## src/rtl/pdh_pkg.sv

```systemverilog
// pdh_pkg: shared types and codes of the pair distance histogram
package pdh_pkg;

    localparam int CW_MAX  = 32;   // widest coordinate carried between front and back
    localparam int CNT_W   = 24;
    localparam int SEL_W   = 6;
    localparam int OUTC_W  = 2;
    localparam int VAL_W   = 64;
    localparam int CFG_W   = 24;
    localparam int NBIN_W  = 7;
    localparam int DIST_W  = 32;
    localparam int PADDR_W = 5;
    localparam int PDATA_W = 32;

    localparam logic [1:0] OP_PAIR = 2'd0;
    localparam logic [1:0] OP_HOLD = 2'd1;
    localparam logic [1:0] OP_TEST = 2'd2;
    localparam logic [1:0] OP_READ = 2'd3;

    localparam logic [OUTC_W-1:0] OUT_PRUNED = 2'd0;
    localparam logic [OUTC_W-1:0] OUT_BULK   = 2'd1;
    localparam logic [OUTC_W-1:0] OUT_SPLIT  = 2'd2;

    localparam logic [2:0] REG_BIN_MIN   = 3'd0;
    localparam logic [2:0] REG_BIN_MAX   = 3'd1;
    localparam logic [2:0] REG_BIN_STEP  = 3'd2;
    localparam logic [2:0] REG_BINS_USED = 3'd3;
    localparam logic [2:0] REG_STRICT    = 3'd4;

    typedef struct packed {
        logic [1:0]               op;
        logic signed [CW_MAX-1:0] a_x;
        logic signed [CW_MAX-1:0] a_y;
        logic signed [CW_MAX-1:0] a_z;
        logic signed [CW_MAX-1:0] b_x;
        logic signed [CW_MAX-1:0] b_y;
        logic signed [CW_MAX-1:0] b_z;
        logic [CNT_W-1:0]         point_count;
        logic                     same_node;
        logic [SEL_W-1:0]         bin_select;
    } item_t;

    typedef struct packed {
        logic [CFG_W-1:0]  bin_min;
        logic [CFG_W-1:0]  bin_max;
        logic [CFG_W-1:0]  bin_step;
        logic [NBIN_W-1:0] bins_in_use;
        logic              strict_low_edge;
    } cfg_t;

    typedef struct packed {
        logic [OUTC_W-1:0] outcome;
        logic [SEL_W-1:0]  bulk_bin;
        logic [VAL_W-1:0]  bin_value;
    } result_t;

    typedef struct packed {
        logic clearing;
        logic res_valid;
    } back_stat_t;

endpackage

```

## src/rtl/pdh_front.sv

```systemverilog
// pdh_front: two-entry input queue that takes transactions and hands them to the back end
module pdh_front
(
    input  logic            clk,
    input  logic            rst_n,
    input  logic            push,
    input  logic            hold,
    input  pdh_pkg::item_t  item_in,
    output logic            full,
    output logic            item_valid,
    output pdh_pkg::item_t  item_out,
    input  logic            take
);

    pdh_pkg::item_t slot_reg [2];
    logic           wr_ptr_reg;
    logic           rd_ptr_reg;
    logic [1:0]     cnt_reg;
    logic           do_push;
    logic           do_take;

    assign full       = (cnt_reg == 2'd2) || hold;
    assign item_valid = (cnt_reg != 2'd0);
    assign item_out   = slot_reg[rd_ptr_reg];
    assign do_push    = push && !full;
    assign do_take    = take && item_valid;

    always_ff @(posedge clk or negedge rst_n)
    begin
        if (!rst_n)
        begin
            wr_ptr_reg <= 1'b0;
            rd_ptr_reg <= 1'b0;
            cnt_reg    <= 2'd0;
        end
        else
        begin
            if (do_push)
                wr_ptr_reg <= !wr_ptr_reg;
            if (do_take)
                rd_ptr_reg <= !rd_ptr_reg;
            if (do_push && !do_take)
                cnt_reg <= cnt_reg + 2'd1;
            else if (!do_push && do_take)
                cnt_reg <= cnt_reg - 2'd1;
        end
    end

    always_ff @(posedge clk)
    begin
        if (do_push)
            slot_reg[wr_ptr_reg] <= item_in;
    end

endmodule

```

## config.mk

```make
export PLATFORM = sky130hd
export DESIGN_NAME = pdh_front
export DESIGN_NICKNAME = d
export VERILOG_FILES = /design/src/rtl/pdh_pkg.sv /design/src/rtl/pdh_front.sv
export SDC_FILE = /design/constraint.sdc
export NUM_CORES = 1
export LEC_CHECK = 0
export ABC_AREA = 1
export CAP_MARGIN = 10
export CORE_AREA = 2 2 177 179
export DETAILED_ROUTE_END_ITERATION = 6
export DIE_AREA = 0 0 179 181
export DONT_BUFFER_PORTS = 1
export PLACE_DENSITY = 0.7
export SLEW_MARGIN = 5
export SYNTH_ARGS = -nofsm -noshare
export SYNTH_HDL_FRONTEND = slang
export SYNTH_SLANG_ARGS = --single-unit
```

## constraint.sdc

```tcl
create_clock -name clk -period 12.1 [get_ports clk]
set_input_delay 1.21 -clock clk [delete_from_list [all_inputs] [get_ports clk]]
set_output_delay 1.21 -clock clk [all_outputs]
set_load 0.01 [all_outputs]
```

==> results.cfg <==
[global_routing]
met1_usage = 0.213
use_met3 = 0.112
antenna_found_initial = 0
overflow = 0
grt_busiest_layer = met2
grt_start_max_net_pins = 153
first_global_vias = 8698
grt.total_usage = 0.204
use_met2 = 0.343
grt_pass1_wl_mm = 49.9

[sta]
clock-skew-final_ps = 19.4
worstMarginPinSlew_ps = 1120
fmax_mhz = 217
drv_slew = 0
setup_tns_ps = 0
rsz0062_at_grt = no
hold_viol = 0
finalCritPeriodShare = 0.382
slew_headroom = 0.250
period_needed_ps = 4620
setup_slack_ps = 7480
setup_viol = 0

[yosys]
syn_inst = 1207
synth_top_area_share = 0.816
muxShareOfSynthArea = 0
synth_nets = 1438
synth_area_um2 = 16600
synthTopCellsByArea = edfxtp_1, nand2_1, buf_2, buf_4, dfrtp_1
synth_top_family_by_area = simple AND/OR/NAND/NOR gates
synth_area_per_cell_um2 = 13.7
synth_edf_count = 450
synth-seq-area-share = 0.822
synthArstFlopShare = 0.00881
synth_cell_types = 13
synth_fa_ha_area_frac = 0.000756
synthXorXnorAreaFrac = 0.000529
synth_top_area_cell = edfxtp_1
ys.flop_type = edfxtp_1
synth_commonest_cells = nand2_1, edfxtp_1, buf_2
ys_warn_count = 0
ys_ff_latch = 454
synth-simple-area-share = 0.158
synth_compound_area_frac = 0
yosysMostFrequentCell = nand2_1

[worst_setup_path]
cp-end-kind = output port
cpMostUsedCell = nand2_1
cp-start-kind = flip-flop
critPathArrivalTime_ps = 3410
slowest_delay_ps = 880
criticalPathCategory = flip-flop to output port
r2r_start = cnt_reg[0]
cp.required_ps = 10890
r2r_slack_ps = 8960
reg2reg_depth = 5
cp_max_fo = 130
cp_slowest_cell = buf_4
r2r_end = slot_reg[0][21]
cp_cell_sequence = inv_6, buf_4, nand2_1, nand2_1

[cells_and_area]
final_cell_area_um2 = 18100
nFillCells = 2211
antenna_cells = 0
fin_util = 0.597
drive_gt1_frac = 0.0508
largest_reg_flops = 450
areaGrowthSynthToFinish_pct = 9.48
final_nets = 1441

[routing]
wl_per_cell_um = 20.8
vias_per_cell = 5.28
detail_route.wirelength_mm = 34.0
drc = 0
drtIter0Drc = 613
detail-route-antenna-nets = 0
dr.pass1.iters = 5
num_vias = 8637

[worst_hold_path]
min_path_type = input pin to async pin

[clock_tree]
insertion_delay_ps = 530
clockBufferDepth = 3
cts_hold_buf = 0
tritoncts = done
postCtsSetupRepairBufs = 0
cts_max_level = 2
clkSinkCount = 454
ctsResizeCount = 0
cts_buffers = 43
clk_pin_slew_ps = 60
cts_root_buffer = clkbuf_16

[die]
initial_core_util = 0.545
rows = 64
die_h_um = 181
die-width_um = 179
ios = 457
die_area_um2 = 32400
coreArea_um2 = 30300

[placement]
dp_hpwl_mm = 22.3
io_buffers = 0
place_congestion = 0.786
place_area_um2 = 16800
place_ws_ps = 8040

[power_and_ir_drop]
power.density_nw_per_um2 = 233
ir_worst_vdd_mv = 0.177
leakagePower_nw = 6.90

[outcome]
status = complete, no violations

[flow_run]
maxCapViolCount = 0
## through the flow
stage	power [mW]	hold slack, ps	std cells
finish	4.22	370	1635
detailed placement	3.05	475	1561
CTS	4.26	352	1635
global route	4.44	351	1635
floorplan	2.87	442	1207
global placement	3.03	454	1561
## how the worst max path moves through the flow
| stage | startpoint | endpoint | slack, ps | cells past startpoint |
|---|---|---|---|---|
| detailed placement | rd_ptr_reg | item_out[90] | 8040 | 4 |
| global placement | rd_ptr_reg | item_out[119] | 8070 | 4 |
| floorplan | hold | slot_reg[1][0] | 560 | 3 |
| CTS | rd_ptr_reg | item_out[41] | 7470 | 4 |
| global route | rd_ptr_reg | item_out[117] | 7240 | 4 |
| finish | rd_ptr_reg | item_out[79] | 7480 | 4 |
## worst max-delay path: cells and delay by family, from the launching register on
kind	cells	cell delay, ps
buf+inv	2	1650
flops	1	730
simple gates	2	310
## cell families (layout without fill, tap and decap cells)
family,count (synthesis),after routing
XOR/XNOR,1,1
adder cells (fa/ha/maj),1,1
buffers and inverters,58,90
flip-flops,454,454
AND/OR/NAND/NOR,693,693
## cell type report
| class | count | area [um^2] | share of cell area |
|---|---|---|---|
| Tap cell | 396 | 495 | 0.0273 |
| Timing Repair Buffer | 7 | 52.6 | 0.00290 |
| Clock inverter | 18 | 105 | 0.00580 |
| Multi-Input combinational cell | 695 | 2640 | 0.146 |
| Inverter | 9 | 46.3 | 0.00255 |
| Sequential cell | 454 | 13600 | 0.751 |
| Clock buffer | 56 | 1170 | 0.0644 |
## where the power goes
group          internal [mW]  switching (mW)
logic                  0.175           0.795
clock network          0.697           0.522
registers               1.95          0.0735
## layer usage
| layer | share of wire | routed length, um |
|---|---|---|
| met4 | 0.036 | 1220 |
| met5 | 0 | 0 |
| met2 | 0.49 | 16700 |
| met1 | 0.32 | 10900 |
| met3 | 0.15 | 5160 |
## layout by cell type (no fill, tap or decap), drive strengths merged
master	count
nand2	687
edfxtp	450
clkbuf	56
clkinv	16
inv	10
buf	7
dfrtp	4
nand3	3
nand4	2
nor2	1
xnor2	1
ha	1
bufinv	1
No activity file was read; power rests on OpenSTA's default activity.
